[config.mk]
export PLATFORM = sky130hd
export DESIGN_NAME = mnet_front
export DESIGN_NICKNAME = d
export VERILOG_FILES = /design/src/sv/mnet_pkg.sv /design/src/sv/mnet_front.sv
export SDC_FILE = /design/constraint.sdc
export NUM_CORES = 1
export LEC_CHECK = 0
export ABC_AREA = 1
export CAP_MARGIN = 10
export CORE_AREA = 2 2 56 58
export DETAILED_ROUTE_END_ITERATION = 7
export DIE_AREA = 0 0 58 60
export DONT_BUFFER_PORTS = 1
export PLACE_DENSITY = 0.56
export SETUP_SLACK_MARGIN = 0.4
export SLEW_MARGIN = 0
export SYNTH_ARGS = -nofsm -noshare
export SYNTH_HDL_FRONTEND = slang
export SYNTH_SLANG_ARGS = --single-unit
[constraint.sdc]
create_clock -name vclk -period 2.2
set_clock_uncertainty 0.15 [all_clocks]
set_input_delay 0 -clock vclk [all_inputs]
set_output_delay 0 -clock vclk [all_outputs]
set_load 0.02 [all_outputs]
[src/sv/mnet_pkg.sv]
// shared types and constants for the midi note event tagger
`timescale 1ns / 1ps

package mnet_pkg;

  // note table size and hold limit
  localparam int          NOTE_COUNT    = 128;
  localparam int          NOTE_W        = $clog2(NOTE_COUNT);
  localparam logic [5:0]  MAX_HELD      = 6'd63;
  localparam logic [15:0] TIMEOUT_RESET = 16'd1200;

  // status byte high nibbles
  localparam logic [3:0] STAT_OFF   = 4'h8;
  localparam logic [3:0] STAT_ON    = 4'h9;
  localparam logic [3:0] STAT_CTRL  = 4'hB;
  localparam logic [3:0] STAT_PROG  = 4'hC;
  localparam logic [3:0] STAT_PRESS = 4'hD;
  localparam logic [3:0] STAT_BEND  = 4'hE;

  // channel reported on flush note offs
  localparam logic [4:0] FLUSH_CHAN = 5'd1;

  // word widths on the stream ports
  localparam int IN_DATA_W  = 72;
  localparam int OUT_DATA_W = 200;
  localparam int OUT_USER_W = 4;

  typedef enum logic [2:0] {
    KIND_ON    = 3'd0,
    KIND_OFF   = 3'd1,
    KIND_CTRL  = 3'd2,
    KIND_PROG  = 3'd3,
    KIND_PRESS = 3'd4,
    KIND_BEND  = 3'd5
  } kind_t;

  // decoded message handed from front to back
  typedef struct packed {
    logic [31:0] t;
    logic        has_evt;
    kind_t       kind;
    logic [4:0]  chan;
    logic [6:0]  note;
    logic [6:0]  vel;
    logic [13:0] bend;
  } cmd_t;

  // one tagged event on the result side
  typedef struct packed {
    logic [31:0] event_number;
    logic [31:0] note_serial;
    logic [31:0] event_time;
    logic [31:0] delay_ms;
    logic [4:0]  channel;
    kind_t       kind;
    logic [6:0]  note;
    logic [6:0]  velocity;
    logic [31:0] block_number;
    logic        flushed;
    logic [13:0] pitch_bend;
    logic        last;
  } evt_t;

endpackage

[src/sv/mnet_front.sv]
// front end: picks the message bytes and classifies the status
`timescale 1ns / 1ps

module mnet_front import mnet_pkg::*; (
  input  logic                 in_tvalid,
  output logic                 in_tready,
  input  logic [IN_DATA_W-1:0] in_tdata,
  output logic                 push_valid,
  input  logic                 push_ready,
  output cmd_t                 push_cmd
);

  logic [7:0]  byte0, byte1, byte2, byte3;
  logic [3:0]  msg_len;
  logic [31:0] time_ms;
  logic [7:0]  st, d1, d2;

  // unpack the input word
  assign byte0   = in_tdata[7:0];
  assign byte1   = in_tdata[15:8];
  assign byte2   = in_tdata[23:16];
  assign byte3   = in_tdata[31:24];
  assign msg_len = in_tdata[35:32];
  assign time_ms = in_tdata[67:36];

  // a word is taken whenever the queue has room; short messages are dropped
  assign in_tready  = push_ready;
  assign push_valid = in_tvalid && (msg_len >= 4'd3);

  // usb packets carry a leading header byte
  always_comb begin
    if (msg_len == 4'd3) begin
      st = byte0;
      d1 = byte1;
      d2 = byte2;
    end else begin
      st = byte1;
      d1 = byte2;
      d2 = byte3;
    end
  end

  // status decode
  always_comb begin
    push_cmd         = '0;
    push_cmd.t       = time_ms;
    push_cmd.chan    = {1'b0, st[3:0]} + 5'd1;
    push_cmd.has_evt = 1'b1;
    push_cmd.kind    = KIND_CTRL;
    case (st[7:4])
      STAT_CTRL: begin
        push_cmd.kind = KIND_CTRL;
        push_cmd.note = d1[6:0];
        push_cmd.vel  = d2[6:0];
      end
      STAT_PROG: begin
        push_cmd.kind = KIND_PROG;
        push_cmd.note = d1[6:0];
      end
      STAT_PRESS: begin
        push_cmd.kind = KIND_PRESS;
        push_cmd.vel  = d1[6:0];
      end
      STAT_BEND: begin
        push_cmd.kind = KIND_BEND;
        push_cmd.bend = {d2[6:0], d1[6:0]};
      end
      STAT_ON: begin
        push_cmd.kind = (d2 != 8'd0) ? KIND_ON : KIND_OFF;
        push_cmd.note = d1[6:0];
        push_cmd.vel  = d2[6:0];
      end
      STAT_OFF: begin
        push_cmd.kind = KIND_OFF;
        push_cmd.note = d1[6:0];
        push_cmd.vel  = d2[6:0];
      end
      default: begin
        push_cmd.has_evt = 1'b0;
      end
    endcase
  end

endmodule

==> summary.md, run 1 <==
| Metric | Value |
|---|---|
| Crit start category | `input port` |
| Post-Layout Cell Count | `237` |
| Nets | `281` |
| Crit share post-route | `75.2%` |
| Final setup vio count | `0` |
| Placed insts | `204` |
| Hold Vio Cnt, Final | `0` |
| Die Span Y | `60 um` |
| Ratio of cells with drive above 1 in the final layout | `19.6%` |
| Placed wire-length estimate | `2220 um` |
| Worst Hold Slack | `46.8 ps` |
| Routed Antenna Nets | `0` |
| Worst Hold Depth | `1` |
| Syn_nets | `282` |
| Final min period | `1660 ps` |
| Synth top area share | `22.7%` |
| Worst-margin pin slew | `652 ps` |
| Yosys warns | `0` |
| Util after Layout | `43.8%` |
| First DRT Iteration DRCs | `50` |
| RSZ-0062 raised after global routing | `yes` |
| Number of distinct library cells after synthesis | `20` |
| DR vias | `1201` |
| Num rows | `20` |
| Largest net degree at the start of global routing | `30` |
| Most frequent cell after synthesis | `nand2_1` |
| Worst-path maximum fanout | `29` |
| Initial antenna violation count | `0` |
| Die Wd | `58 um` |
| Worst slew margin | `56.2%` |
| Router iterations before antenna repair | `4` |
| Highest Clock Rate | `604 MHz` |
| Total Wirelength | `3030 um` |
| Max VDD drop | `0.138 mV` |
| Routed length per instance | `12.8 um` |
| Register area | `0 um^2` |
| Crit path from | `in_tdata[33]` |
| Hold Path Class | `input port to output pin` |
| Synthesized area | `1120 um^2` |
| Multi-input gate area | `773 um^2` |
| Power density cells | `235 nW/um^2` |
| Mapped Cells | `207` |
| Vias per cell | `5.07` |
| Crit path required time | `2050 ps` |
| Number of diodes | `0` |
| Outcome | `finished, final reports clean` |
| Vias in the first global route | `993` |
| Crit path capture type | `output pin` |
| Pre-CTS WS | `458 ps` |
| Post-Syn Area per Cell | `5.42 um^2` |
| Setup CP Type | `input port to output pin` |
| Total Power | `299 uW` |
| Die Area | `3480 um^2` |
| Leak | `0.632 nW` |
| Global-route wire length before repair | `4400 um` |
| Num ports | `145` |
| PortBufs | `0` |
| Worst min-delay path startpoint | `in_tvalid` |
| DRC viols | `0` |
| FFs & Latches | `0` |
| Slew Limit Fails | `0` |
| Hold Path End | `push_valid` |
| Post-synthesis sequential area ratio | `0%` |
| Total negative setup slack | `0 ps` |
| Core ar. | `2900 um^2` |
| Post-route cell area | `1270 um^2` |
| Total gr overflow | `0` |
| # Post-CTS Setup Buffers | `0` |
| Max cap viols | `0` |
| Post-DP Area | `887 um^2` |
| Initial Util | `38.7%` |
| Arr. time, crit path | `1510 ps` |
| Leading post-synthesis cells by cell area | `buf_4 23%, nand2_1 15%, nand3_1 12%` |
| Tot GR Track Use | `15.8%` |
| P&R area growth vs syn | `13.3%` |
| FILL cells | `316` |
| Setup WS post-layout | `545 ps` |
| CLK BUF | `0` |
| Synth top cells by count | `46 x nand2_1, 34 x buf_4, 26 x nand3_1, 24 x inv_1, 18 x nor2_1` |
| Leading area contributor after synthesis | `buf_4` |
| RD Place Congestion | `0.826` |
[power breakdown]
part           switching [mW]  total (mW)  leakage (nW)  internal [mW]
Sequential                  0           0             0              0
Clock                       0           0             0              0
Combinational           0.208       0.299         0.632         0.0908
[cell type report]
cell class / instances / share of cell area (%)
Tap cell: 33 / 3.25
Multi-Input combinational cell: 141 / 60.8
Timing Repair Buffer: 36 / 27.8
Inverter: 27 / 8.17
[what timing repair did]
item                                   in CTS  in global routing
endpoints found under the hold margin      33                  0
hold buffers                               33                  0
setup endpoints to repair                   0                 21
resized for setup                           0                 14
[critical path, cell delays in order]
cell     delay [ps]
nand2_1          50
inv_2           300
nand2_8         210
nand2_1         130
nand2_2          80
nand2_2         120
nor2_4           60
inv_4           250
nand3_1         110
inv_1           170
[layer usage]
layer	vias up	track usage, %	part of all wire, %	routed length, um
li1	608	-	-	-
met3	0	1.95	9.6	292
met5	-	0	0	0
met1	519	20.2	42	1260
met4	0	0.332	0	0
met2	74	29.9	49	1480
[cell usage in the layout, fill, tap and decap left out]
master / count
nand3_1: 26
inv_1: 24
nor2_2: 10
nand3_2: 2
ha_1: 1
nand2_8: 1
o21ai_0: 2
buf_4: 3
xor2_1: 2
a21boi_0: 1
nor2_4: 10
nand2_2: 9
inv_4: 1
inv_2: 2
nor2_1: 13
o21ai_2: 2
nand3b_1: 2
nand2_1: 46
dlygate4sd3_1: 33
o21ai_1: 14
[cell families (layout without fill, tap and decap cells)]
group,Yosys count,after routing,share of synthesized area (%)
AO/OA/AOI/OAI,19,19,9.37
XOR/XNOR,2,2,1.56
adder cells (fa/ha/maj),1,1,1.11
buffers and inverters,66,63,35.7
AND/OR/NAND/NOR,119,119,52.3
[worst max-delay path by stage]
stage	cells past startpoint	to	slack, ps
floorplan	8	push_cmd[30]	810
global placement	9	push_cmd[23]	460
detailed placement	10	push_cmd[34]	460
CTS	10	push_cmd[34]	450
global route	10	push_cmd[34]	380
finish	10	push_cmd[34]	540
(Power assumes the default switching activity.)
==> inputs of run 2 (changes only) <==
- PLACE_DENSITY: 0.56 -> 0.58
- clock period: 2.2 -> 1.4 ns (I/O delays scaled with it)
==> summary.md, run 2 (synthesis gave the netlist of run 1 again) <==
| Metric | Value |
|---|---|
| Placed insts | `218` |
| Initial antenna violation count | `0` |
| First DRT Iteration DRCs | `34` |
| Arr. time, crit path | `1240 ps` |
| CLK BUF | `0` |
| Num rows | `20` |
| Tot GR Track Use | `26.4%` |
| Routed Antenna Nets | `0` |
| Setup CP Type | `input port to output pin` |
| Final setup vio count | `0` |
| DR vias | `1503` |
| Placed wire-length estimate | `2940 um` |
| Vias in the first global route | `1539` |
| Slew Limit Fails | `0` |
| Hold Vio Cnt, Final | `0` |
| Worst min-delay path startpoint | `in_tdata[9]` |
| Post-route cell area | `2360 um^2` |
| Register area | `0 um^2` |
| Post-DP Area | `1320 um^2` |
| Largest net degree at the start of global routing | `11` |
| Crit start category | `input port` |
| Vias per cell | `5.31` |
| Max cap viols | `0` |
| Hold Path End | `push_cmd[22]` |
| Die Area | `3480 um^2` |
| Worst slew margin | `61.1%` |
| Crit path required time | `1250 ps` |
| Die Wd | `58 um` |
| Core ar. | `2900 um^2` |
| Die Span Y | `60 um` |
| Routed length per instance | `17.1 um` |
| Hold Path Class | `input port to output pin` |
| Worst Hold Slack | `78.9 ps` |
| Total negative setup slack | `0 ps` |
| Worst-margin pin slew | `579 ps` |
| Worst-path maximum fanout | `8` |
| PortBufs | `0` |
| Highest Clock Rate | `721 MHz` |
| Leak | `1.01 nW` |
| P&R area growth vs syn | `110%` |
| Num ports | `145` |
| Total gr overflow | `0` |
| Crit share post-route | `99.0%` |
| FILL cells | `182` |
| Crit path capture type | `output pin` |
| Worst Hold Depth | `2` |
| Total Wirelength | `4850 um` |
| Router iterations before antenna repair | `4` |
| Global-route wire length before repair | `7070 um` |
| DRC viols | `0` |
| Initial Util | `38.7%` |
| Ratio of cells with drive above 1 in the final layout | `61.2%` |
| Outcome | `finished, final reports clean` |
| RSZ-0062 raised after global routing | `yes` |
| Most common cell after layout, fill and taps aside | `dlygate4sd3_1` |
| Final min period | `1390 ps` |
| RD Place Congestion | `0.901` |
| Max VDD drop | `0.285 mV` |
| Post-Layout Cell Count | `283` |
| FFs & Latches | `0` |
| Commonest non-fill, non-tap cells in the layout | `33 x dlygate4sd3_1, 28 x nor2_4, 26 x buf_4, 25 x nand2_1, 22 x inv_1` |
| Nets | `327` |
| Power density cells | `351 nW/um^2` |
| Number of diodes | `0` |
run 2: cell types whose count changed in the layout (fill, tap and decap cells not counted), moves of 15 or more:
cell / before / now
buf_4: 3 / 26
nand3_2: 2 / 17
nand3_1: 26 / 7
nand2_1: 46 / 25
nor2_4: 10 / 28
run 2: stage by stage:
step / util, % / total power, mW / setup WS, ps
after floorplan: - / 0.506 / 181
after global placement: 45.3 / 0.445 / 44.2
after detailed placement: 45.3 / 0.453 / 5.24
after CTS: 77.8 / 0.785 / 74.1
after global routing: 81.3 / 0.869 / -36.9
final: 81.3 / 0.828 / 13.6
run 2: power by group:
| part | total [mW] | switching (mW) | internal (mW) |
|---|---|---|---|
| clock network | 0 | 0 | 0 |
| logic | 0.828 | 0.494 | 0.334 |
| registers | 0 | 0 | 0 |
| total | 0.828 | 0.494 | 0.334 |
run 2: routing by layer:
metal	track usage [%]	share of wire, %	wire (um)	vias to the layer above
met5	0	0	0	-
met4	9.97	3.3	162	0
met3	3.25	6.3	308	14
met2	53.9	58	2810	95
met1	27.0	32	1570	692
li1	-	-	-	702
run 2: worst max-delay path by stage:
stage | start | to | slack (ps)
finish | in_tdata[34] | push_cmd[6] | 10
global route | in_tdata[34] | push_cmd[6] | -40
CTS | in_tdata[35] | push_cmd[18] | 70
detailed placement | in_tdata[34] | push_cmd[21] | 5
global placement | in_tdata[34] | push_cmd[21] | 40
floorplan | in_tdata[34] | push_cmd[30] | 180
run 2: repair_timing:
action	CTS	global route
setup endpoints to repair	37	37
pin swaps	30	16
gates cloned	3	0
hold buffers	33	0
hold endpoints to repair	33	0
buffers inserted	26	3
gates resized for setup	72	20
run 2: critical path: stages:
cell and delay (ps):
nor2_4 140, buf_12 150, buf_6 110, nand3b_1 130
nand2_4 120, nand2_2 70, nor2_4 120, inv_4 70
buf_12 160, nor2_4 170
run 2: final cells by class:
class,count,area [um^2],area share [%]
Inverter,27,119,5.04
Multi-Input combinational cell,143,1350,57.2
Tap cell,33,41.3,1.75
Timing Repair Buffer,80,848,36.0
