## src/sv/mnet_pkg.sv

```systemverilog
// shared types and constants for the midi note event tagger
`timescale 1ns / 1ps

package mnet_pkg;

  // note table size and hold limit
  localparam int          NOTE_COUNT    = 128;
  localparam int          NOTE_W        = $clog2(NOTE_COUNT);
  localparam logic [5:0]  MAX_HELD      = 6'd63;
  localparam logic [15:0] TIMEOUT_RESET = 16'd1200;

  // status byte high nibbles
  localparam logic [3:0] STAT_OFF   = 4'h8;
  localparam logic [3:0] STAT_ON    = 4'h9;
  localparam logic [3:0] STAT_CTRL  = 4'hB;
  localparam logic [3:0] STAT_PROG  = 4'hC;
  localparam logic [3:0] STAT_PRESS = 4'hD;
  localparam logic [3:0] STAT_BEND  = 4'hE;

  // channel reported on flush note offs
  localparam logic [4:0] FLUSH_CHAN = 5'd1;

  // word widths on the stream ports
  localparam int IN_DATA_W  = 72;
  localparam int OUT_DATA_W = 200;
  localparam int OUT_USER_W = 4;

  typedef enum logic [2:0] {
    KIND_ON    = 3'd0,
    KIND_OFF   = 3'd1,
    KIND_CTRL  = 3'd2,
    KIND_PROG  = 3'd3,
    KIND_PRESS = 3'd4,
    KIND_BEND  = 3'd5
  } kind_t;

  // decoded message handed from front to back
  typedef struct packed {
    logic [31:0] t;
    logic        has_evt;
    kind_t       kind;
    logic [4:0]  chan;
    logic [6:0]  note;
    logic [6:0]  vel;
    logic [13:0] bend;
  } cmd_t;

  // one tagged event on the result side
  typedef struct packed {
    logic [31:0] event_number;
    logic [31:0] note_serial;
    logic [31:0] event_time;
    logic [31:0] delay_ms;
    logic [4:0]  channel;
    kind_t       kind;
    logic [6:0]  note;
    logic [6:0]  velocity;
    logic [31:0] block_number;
    logic        flushed;
    logic [13:0] pitch_bend;
    logic        last;
  } evt_t;

endpackage

```

## src/sv/mnet_queue.sv

```systemverilog
// small command queue between front and back
`timescale 1ns / 1ps

module mnet_queue import mnet_pkg::*; #(
  parameter int DEPTH = 2
) (
  input  logic clk,
  input  logic rst_n,
  input  logic push_valid,
  output logic push_ready,
  input  cmd_t push_cmd,
  output logic pop_valid,
  input  logic pop_ready,
  output cmd_t pop_cmd
);

  localparam int PTR_W = (DEPTH > 1) ? $clog2(DEPTH) : 1;
  localparam int CNT_W = $clog2(DEPTH + 1);
  localparam logic [PTR_W-1:0] PTR_LAST = PTR_W'(DEPTH - 1);
  localparam logic [CNT_W-1:0] CNT_FULL = CNT_W'(DEPTH);

  cmd_t             entry_r [DEPTH];
  logic [PTR_W-1:0] wr_ptr_r, wr_ptr_nxt;
  logic [PTR_W-1:0] rd_ptr_r, rd_ptr_nxt;
  logic [CNT_W-1:0] cnt_r, cnt_nxt;
  logic             do_push, do_pop;

  assign push_ready = (cnt_r != CNT_FULL);
  assign pop_valid  = (cnt_r != '0);
  assign pop_cmd    = entry_r[rd_ptr_r];
  assign do_push    = push_valid && push_ready;
  assign do_pop     = pop_valid && pop_ready;

  // pointer and fill count update
  always_comb begin
    wr_ptr_nxt = wr_ptr_r;
    rd_ptr_nxt = rd_ptr_r;
    cnt_nxt    = cnt_r;
    if (do_push) begin
      wr_ptr_nxt = (wr_ptr_r == PTR_LAST) ? '0 : wr_ptr_r + 1'b1;
    end
    if (do_pop) begin
      rd_ptr_nxt = (rd_ptr_r == PTR_LAST) ? '0 : rd_ptr_r + 1'b1;
    end
    if (do_push && !do_pop) begin
      cnt_nxt = cnt_r + 1'b1;
    end else if (do_pop && !do_push) begin
      cnt_nxt = cnt_r - 1'b1;
    end
  end

  always_ff @(posedge clk) begin
    if (!rst_n) begin
      wr_ptr_r <= '0;
      rd_ptr_r <= '0;
      cnt_r    <= '0;
    end else begin
      wr_ptr_r <= wr_ptr_nxt;
      rd_ptr_r <= rd_ptr_nxt;
      cnt_r    <= cnt_nxt;
    end
  end

  // entry storage
  always_ff @(posedge clk) begin
    if (do_push) begin
      entry_r[wr_ptr_r] <= push_cmd;
    end
  end

endmodule

```

## config.mk

```make
export PLATFORM = sky130hd
export DESIGN_NAME = mnet_queue
export DESIGN_NICKNAME = d
export VERILOG_FILES = /design/src/sv/mnet_pkg.sv /design/src/sv/mnet_queue.sv
export SDC_FILE = /design/constraint.sdc
export NUM_CORES = 1
export LEC_CHECK = 0
export BUFFER_PORTS_ARGS = -buffer_cell sky130_fd_sc_hd__buf_2
export CELL_PAD_IN_SITES_DETAIL_PLACEMENT = 0
export CELL_PAD_IN_SITES_GLOBAL_PLACEMENT = 2
export CORE_MARGIN = 2
export CORE_UTILIZATION = 38
export CTS_CLUSTER_DIAMETER = 40
export DETAILED_ROUTE_END_ITERATION = 8
export GPL_TIMING_DRIVEN = 0
export PLACE_DENSITY = 0.84
export SLEW_MARGIN = 20
export SYNTH_ARGS = -nofsm -noshare
export SYNTH_HDL_FRONTEND = slang
export SYNTH_SLANG_ARGS = --single-unit
```

## constraint.sdc

```tcl
create_clock -name clk -period 2.9 [get_ports clk]
set_input_delay 0.145 -clock clk [delete_from_list [all_inputs] [get_ports clk]]
set_output_delay 0.145 -clock clk [all_outputs]
set_load 0.01 [all_outputs]
```

==> metrics.cfg, run 1 <==
[outcome]
outcome = finished, final reports clean

[route]
drc = 0
drt-vias-per-instance = 4.46
antenna_left = 0
drt_pre_antenna_iters = 4
routedWlPerCell_um = 15.3
drt_wl_total_um = 10100
via_count = 2949
drtIter0Drc = 157

[die]
initial_utilization = 0.393
rows = 42
boundaryPins = 144
core_um2 = 13400
fp.dieW_um = 122
die_h_um = 122
die-area_um2 = 14800

[timing]
slew_viol_final = 0
slew_headroom = 0.782
grt_setup_unrepaired = no
setup_viol = 0
fin_skew_ns = 0.00583
period_needed_ns = 1.81
timing.fmax_mhz = 553
tightest_slew_ns = 0.327
hold_viol_final = 0
finalSetupTns_ns = 0
period_share = 0.623
holdWs_ns = 0.0784

[clock_network]
cts_tree = built
clkSlewWorstSetupHoldPaths_ns = 0.06
post_cts_buffers = 0
clkSinkCount = 143
cts.path.max_buffers = 2
clkLatencyLatePin_ns = 0.41
cts_made_buffers = 17
clockRootBuffer = clkbuf_16
htreeDepth = 4

[cells_and_area]
n_antenna_cell = 0
drive_above_1_share = 0.526
layout_common_cells = 148 x buf_2, 138 x edfxtp_1, 70 x dlygate4sd3_1
final.fill_count = 1074
stdcell_area_um2 = 7510
nNetsFinal = 547
area_growth_pct = 42.8
final_common_cell = buf_2
finalNonFillerCells = 661

[logic_synthesis]
syn_area_um2 = 5260
synth_flop_cell = edfxtp_1
ys_ff_latch = 143
synth.avg_cell_area_um2 = 22.0
yosysTopAreaCellShare = 0.788
ys_seq_area_frac = 0.807
synthTopCellsByArea = edfxtp_1 79%, mux2_2 13%, mux2_4 2.9%
synth.distinct_cells = 21
netlist_instances = 239
async_reset_ff_frac = 0
synth_edf_count = 138
synth_fp_nets = 313
yosysTopAreaCell = edfxtp_1
ys.warnings.count = 0

[global_route]
grtUsageTotal = 0.143
antenna_found_initial = 0
grt_pass1_wl_um = 15700
grt_max_degree = 52
grt_overflow = 0
grt_pass1_vias = 3236

[pwr]
power_frac_comb = 0.246
irDropWorstVdd_mv = 0.480
switching_share = 0.257
p_per_area_nw_per_um2 = 824
clkPwrFrac = 0.325
internal-power_uw = 4600
p_sw_uw = 1590
p_leak_uw = 0.00286
seq_power_share = 0.429

[critical_path]
r2r_setup_slack_ns = 1.19
cpMostUsedCell = buf_6
rr_worst_depth = 4
cp.required_ns = 2.76
slowest_stage = dfxtp_1
critPathKind = flip-flop to output port
crit_arrival_ns = 1.66
path_cells = buf_6, buf_6, buf_6, mux2_4, buf_2
max_stage_delay_ns = 0.32
critPathMaxFanout = 10
regToRegEndpoint = entry_r[0][40]
timing.rr.start = cnt_r[0]
cp-end-kind = output port
start_kind = flip-flop
crit_end = pop_cmd[44]

[placement]
gp_congestion = 0.669
port_buffers = 143
dpl.cell_count = 560
dpl-instance-area_um2 = 6260
dp_hpwl_um = 6170

[worst_hold_path]
hold_path_class = input pin to flip-flop

[job]
maxCapViolCount = 0

[through the flow]
| stage | util | setup slack (ns) | total power, uW |
|---|---|---|---|
| final | 0.561 | 1.09 | 6190 |
| after global routing | 0.561 | 0.999 | 6500 |
| after CTS | 0.561 | 1.04 | 6290 |
| after detailed placement | 0.467 | 1.16 | 4180 |
| after global placement | 0.462 | -0.706 | 4140 |
| after floorplan | - | 0.225 | 3620 |
[worst min path at each step]
stage	from	to	slack, ns	cells past startpoint
2_1_floorplan	push_cmd[0]	entry_r[0][0]	0.24	0
3_3_place_gp	push_cmd[64]	entry_r[1][64]	0.33	1
3_5_place_dp	push_cmd[66]	entry_r[1][66]	0.34	1
4_1_cts	push_valid	wr_ptr_r	0.06	3
5_1_grt	push_valid	wr_ptr_r	0.09	3
6_report	push_valid	wr_ptr_r	0.08	3
[power groups by stage]
stage | combinational, uW | sequential (uW) | clock (uW)
floorplan | 925 | 2690 | 0
global placement | 1430 | 2710 | 0
detailed placement | 1490 | 2700 | 0
CTS | 1570 | 2660 | 2070
global route | 1670 | 2680 | 2150
finish | 1530 | 2650 | 2010
[cell usage after synthesis (2+ instances only)]
library cell	number
buf_6	3
buf_2	5
dfxtp_1	5
and2_1	4
mux2_2	59
xnor2_1	2
edfxtp_1	138
mux2_4	10
[cell families after synthesis]
| family | share of synthesized area |
|---|---|
| AOI/OAI and AO/OA | 0.00666 |
| adders and majority gates | 0.00238 |
| xor gates and xnor gates | 0.00500 |
| muxes | 0.155 |
| buffers and inverters | 0.0119 |
| DFF | 0.807 |
| and+or+nand+nor | 0.0124 |
[final cells by class]
class | instances | area (um2) | area share
Sequential cell | 143 | 4240 | 0.565
Clock buffer | 17 | 425 | 0.0566
Inverter | 1 | 6.26 | 0.000833
Multi-Input combinational cell | 87 | 958 | 0.128
Clock inverter | 14 | 126 | 0.0168
Buffer | 8 | 58.8 | 0.00783
Timing Repair Buffer | 215 | 1470 | 0.196
Tap cell | 176 | 220 | 0.0293
[critical path, delay by kind of cell (launching register included)]
kind     cells  cell delay (ns)
buf+inv      4             0.61
flops        1             0.32
mux          1             0.32
[sequential cells by signal, summed over array words and instances, names as in the netlist, named ones only]
register / flops
entry_r: 138
wr_ptr_r: 1
cnt_r: 2
rd_ptr_r: 1
[what timing repair did]
| item | in CTS | in global routing |
|---|---|---|
| resized for setup | 0 | 0 |
| endpoints found under the hold margin | 140 | 0 |
| hold buffers | 70 | 0 |
[metal layers]
metal / vias up / GRT usage / wire [um]
met5: - / 0 / 0
met4: 0 / 0.0632 / 191
met3: 15 / 0.0552 / 667
met2: 95 / 0.242 / 5120
met1: 1423 / 0.162 / 4140
li1: 1416 / - / -
(Power assumes the default switching activity.)
==> run 2: changes to the inputs <==
Settings changed: CORE_UTILIZATION 38 to 34, PLACE_DENSITY 0.84 to 0.8.
Clock period 2.9 ns to 1.65 ns, I/O delays scaled along.
==> metrics.cfg, run 2 (synthesis gave the netlist of run 1 again) <==
[outcome]
outcome = finished, violations left
violations = setup timing

[route]
antenna_left = 0
drt-vias-per-instance = 4.44
drc = 0
drt_wl_total_um = 10700
via_count = 3012
drtIter0Drc = 165
routedWlPerCell_um = 15.8
drt_pre_antenna_iters = 4

[critical_path]
max_stage_delay_ns = 0.32
cp.required_ns = 1.57
cp.depth = 5
crit_end = pop_cmd[46]
start_kind = flip-flop
cpMostUsedCell = buf_12
slowest_stage = dfxtp_2
crit_arrival_ns = 1.59
regToRegEndpoint = entry_r[1][4]
critPathKind = flip-flop to output port
cp-end-kind = output port
r2r_setup_slack_ns = 0.09
rr_worst_depth = 3
path_cells = buf_12, buf_12, clkbuf_16, mux2_4, buf_6
critPathMaxFanout = 7
critical_path.top_delay_family = buffers and inverters
path_buf_inv = 4
timing.rr.start = cnt_r[0]

[timing]
layout_setup_ws_ns = -0.0254
period_share = 1.02
tightest_slew_ns = 0.449
holdWs_ns = 0.0640
fin_skew_ns = 0.00513
slew_headroom = 0.700
timing.fmax_mhz = 597
setup_viol = 10
slew_viol_final = 0
period_needed_ns = 1.68
hold_viol_final = 0
grt_setup_unrepaired = yes

[placement]
port_buffers = 143
gp_congestion = 0.648
dpl.cell_count = 573
dp_hpwl_um = 6580
dpl-instance-area_um2 = 6280

[cells_and_area]
area_growth_pct = 48.3
final.fill_count = 1234
n_antenna_cell = 0
layout_common_cells = 138 x edfxtp_1, 133 x buf_2, 70 x dlygate4sd3_1
largest_register = entry_r
finalNonFillerCells = 679
reg_top3 = entry_r: 138 flops, cnt_r: 2 flops
final_common_cell = edfxtp_1
stdcell_area_um2 = 7800
largest_reg_flops = 138
drive_above_1_share = 0.544
nNetsFinal = 552

[pwr]
irDropWorstVdd_mv = 0.738
p_per_area_nw_per_um2 = 1490
internal-power_uw = 8730
seq_power_share = 0.401
p_sw_uw = 2910
power_frac_comb = 0.263
clkPwrFrac = 0.335
p_leak_uw = 0.00297
switching_share = 0.250

[worst_hold_path]
hold_path_class = input pin to flip-flop

[job]
maxCapViolCount = 0

[die]
core_um2 = 15100
rows = 45
boundaryPins = 144
initial_utilization = 0.347
die-area_um2 = 16500
die_h_um = 128
fp.dieW_um = 128

[clock_network]
clkSlewWorstSetupHoldPaths_ns = 0.05
clkSinkCount = 143
clockRootBuffer = clkbuf_16
clkLatencyLatePin_ns = 0.41
cts_tree = built
cts.path.max_buffers = 2
htreeDepth = 4
cts_made_buffers = 17

[global_route]
grt_max_degree = 37
grt_overflow = 0
antenna_found_initial = 0
grt_pass1_wl_um = 16000
grt_pass1_vias = 3241
grtUsageTotal = 0.132

-- run 2: worst min-delay path by stage --
stage / start / end / cells past startpoint
6_report: push_valid / wr_ptr_r / 3
5_1_grt: push_valid / wr_ptr_r / 3
4_1_cts: push_valid / wr_ptr_r / 3
3_5_place_dp: push_cmd[63] / entry_r[0][63] / 1
3_3_place_gp: push_cmd[12] / entry_r[1][12] / 1
2_1_floorplan: push_cmd[0] / entry_r[0][0] / 0
-- run 2: per-layer routing --
| layer | GRT usage | wire (um) | up-vias |
|---|---|---|---|
| met5 | 0 | 0 | - |
| li1 | - | - | 1426 |
| met4 | 0.0601 | 203 | 0 |
| met3 | 0.0453 | 525 | 14 |
| met2 | 0.226 | 5450 | 91 |
| met1 | 0.150 | 4520 | 1481 |
-- run 2: worst min-delay path, cell delays in order --
cell	delay, ns
buf_2	0.14
a21bo_2	0.13
a21boi_0	0.06
-- run 2: repair_timing --
item / 4_1_cts / 5_1_grt
gates resized for setup: 22 / 7
endpoints found under the setup margin: 96 / 122
endpoints found under the hold margin: 143 / 0
buffers inserted: 0 / 1
gates cloned: 1 / 2
pin swaps: 1 / 0
hold buffers: 70 / 0
-- run 2: layout make-up --
| cell class | instances | area, um2 | share of cell area |
|---|---|---|---|
| Buffer | 8 | 116 | 0.0149 |
| Inverter | 1 | 7.51 | 0.000962 |
| Clock inverter | 10 | 134 | 0.0172 |
| Sequential cell | 143 | 4250 | 0.545 |
| Multi-Input combinational cell | 88 | 978 | 0.125 |
| Timing Repair Buffer | 219 | 1600 | 0.205 |
| Clock buffer | 22 | 484 | 0.0621 |
| Tap cell | 188 | 235 | 0.0302 |
-- run 2: power by group through the flow --
stage | registers [uW] | clock network, uW | logic (uW)
2_1_floorplan | 4720 | 0 | 1630
3_3_place_gp | 4740 | 0 | 2510
3_5_place_dp | 4740 | 0 | 2620
4_1_cts | 4670 | 4010 | 2960
5_1_grt | 4710 | 4210 | 3300
6_report | 4670 | 3900 | 3070
-- run 2: metrics by stage --
step | utilization | TNS [ns] | total power [uW] | setup slack, ns
detailed placement | 0.415 | -2.48 | 7360 | -0.0735
global placement | 0.410 | -116.18 | 7260 | -1.02
finish | 0.515 | -0.131 | 11600 | -0.0254
floorplan | - | -40.61 | 6350 | -0.381
global route | 0.515 | -2.72 | 12200 | -0.0849
CTS | 0.509 | -1.84 | 11600 | -0.0619
==> run 3: changes to the inputs <==
Settings changed: ABC_AREA set to 1.
==> metrics.cfg, run 3 <==
[critical_path]
cp.required_ns = 1.57
critPathMaxFanout = 7
start_kind = flip-flop
cp-end-kind = output port
crit_arrival_ns = 1.59
timing.rr.start = wr_ptr_r
critPathKind = flip-flop to output port

[logic_synthesis]
ys_ff_latch = 143
async_reset_ff_frac = 0
ys_seq_area_frac = 0.807
synth_flop_cell = edfxtp_1
yosys-top-cells-count = 138 x edfxtp_1, 59 x mux2_2, 10 x mux2_4
netlist_instances = 252
synth_fp_nets = 326
synth_edf_count = 138
synth.avg_cell_area_um2 = 20.9
syn_area_um2 = 5260
synth.distinct_cells = 16
synth_most_common_cell = edfxtp_1
ys.warnings.count = 0
yosysTopAreaCell = edfxtp_1
synthTopCellsByArea = edfxtp_1 79%, mux2_2 13%, mux2_4 2.9%
yosysTopAreaCellShare = 0.788

[global_route]
grt_pass1_wl_um = 16800
grt_max_degree = 27
antenna_found_initial = 0
grt_pass1_vias = 3365
grtUsageTotal = 0.136
grt_overflow = 0

[clock_network]
cts_made_buffers = 17
clkLatencyLatePin_ns = 0.41
clkSinkCount = 143
cts.path.max_buffers = 2
cts_tree = built
clockRootBuffer = clkbuf_16
clkSlewWorstSetupHoldPaths_ns = 0.06
htreeDepth = 4

[pwr]
irDropWorstVdd_mv = 0.727
p_leak_uw = 0.00306
p_per_area_nw_per_um2 = 1450

[cells_and_area]
post-route-util = 0.524
finalNonFillerCells = 699
final.fill_count = 1241
layout_common_cells = 138 x edfxtp_1, 125 x buf_2, 70 x dlygate4sd3_1
regArea_um2 = 4250
nNetsFinal = 572
drive_above_1_share = 0.523
final_common_cell = edfxtp_1
area_growth_pct = 50.8
largest_reg_flops = 138
largest_register = entry_r
multiInputGateArea_um2 = 990
reg_top3 = entry_r: 138 flops, cnt_r: 2 flops
n_antenna_cell = 0

[route]
drt-met1-wl_um = 4340
dr_wl_met2_um = 5690
drt-vias-per-instance = 4.47
drtIter0Drc = 115
drt_wl_total_um = 10800
wl_met3_um = 609
top_layer_used = met4
via_count = 3125
drt_pre_antenna_iters = 4
antenna_left = 0
routedWlPerCell_um = 15.4
drc = 0

[timing]
period_needed_ns = 1.68
grt_setup_unrepaired = yes
fin_skew_ns = 0.00432
setup_viol = 6
layout_setup_ws_ns = -0.0256
timing.fmax_mhz = 597
slew_headroom = 0.579
slew_viol_final = 0
tightest_slew_ns = 0.630
period_share = 1.02
hold_viol_final = 0

[die]
boundaryPins = 144
fp.dieW_um = 128
initial_utilization = 0.347
rows = 45
die_h_um = 128
core_um2 = 15100
die-area_um2 = 16500

[worst_hold_path]
hold_path_class = input pin to flip-flop
min_from = pop_ready

[placement]
port_buffers = 143
pre_cts_ws_ns = -0.0873
dpl.cell_count = 587
gp_congestion = 0.679
dp_hpwl_um = 6580

[job]
maxCapViolCount = 0

[outcome]
outcome = finished, violations left
violations = setup timing

run 3: changes by cell type in the layout (fill, tap and decap cells not counted), moves of 4 or more:
| cell | before | now |
|---|---|---|
| clkinv_1 | 0 | 4 |
| buf_6 | 15 | 20 |
| nand2_1 | 0 | 7 |
| buf_12 | 6 | 10 |
| nor2_1 | 0 | 6 |
| mux2_4 | 10 | 16 |
| clkbuf_8 | 4 | 0 |
| mux2_2 | 59 | 53 |
| inv_1 | 0 | 7 |
| and2_1 | 4 | 0 |
| buf_2 | 133 | 125 |
run 3: worst paths after layout:
path                          to  slack, ns  cells after the start
setup / recovery     pop_cmd[47]      -0.03                      5
hold reg to reg         rd_ptr_r       0.52                      2
hold / removal          rd_ptr_r       0.09                      4
setup reg to reg  entry_r[1][64]       0.13                      2
run 3: power by group:
group / internal, uW / total (uW) / switching (uW)
registers: 4590 / 4730 / 136
clock network: 2350 / 3720 / 1380
logic: 1620 / 3020 / 1400
total: 8560 / 11500 / 2920
run 3: area by class of cell:
cell class / count / share of cell area
plain buffers: 8 / 0.0161
multi-input cells: 95 / 0.125
clock inverters: 13 / 0.0185
repair buffers: 225 / 0.217
well taps: 188 / 0.0297
inverters: 8 / 0.00379
flip-flops and latches: 143 / 0.535
clock buffers: 19 / 0.0546
run 3: routing by layer:
layer / up-vias / GRT usage
li1: 1481 / -
met1: 1540 / 0.153
met2: 93 / 0.232
met3: 11 / 0.0541
met4: 0 / 0.0511
met5: - / 0
run 3: cell families (layout without fill, tap and decap cells):
group                      Yosys count  after routing  share of synthesized area
AOI/OAI and AO/OA                    4              4                    0.00428
buffers and inverters               16            273                     0.0176
and+or+nand+nor                     19             21                     0.0143
muxes                               69             69                      0.155
adders and majority gates            1              1                    0.00238
DFF                                143            143                      0.807
run 3: metrics by stage:
stage	area (um2)	power [uW]	hold slack, ns	TNS (ns)
2_1_floorplan	5290	6280	0.181	-45.53
3_3_place_gp	6240	7140	0.270	-124.09
3_5_place_dp	6320	7260	0.274	-8.24
4_1_cts	7850	11600	0.0611	-0.742
5_1_grt	7930	12100	0.105	-2.12
6_report	7930	11500	0.0870	-0.115
run 3: repair_timing:
action,CTS,global route
setup buffers,2,5
cloned,2,1
hold buffers,70,0
setup endpoints to repair,162,111
resized for setup,41,2
pin swaps,1,1
endpoints found under the hold margin,143,0
run 3: worst max-delay path, stage by stage, from the launching register on:
cell and delay [ns]:
dfxtp_2 0.33, buf_12 0.13, buf_12 0.14, clkbuf_16 0.15
mux2_4 0.30, buf_6 0.12
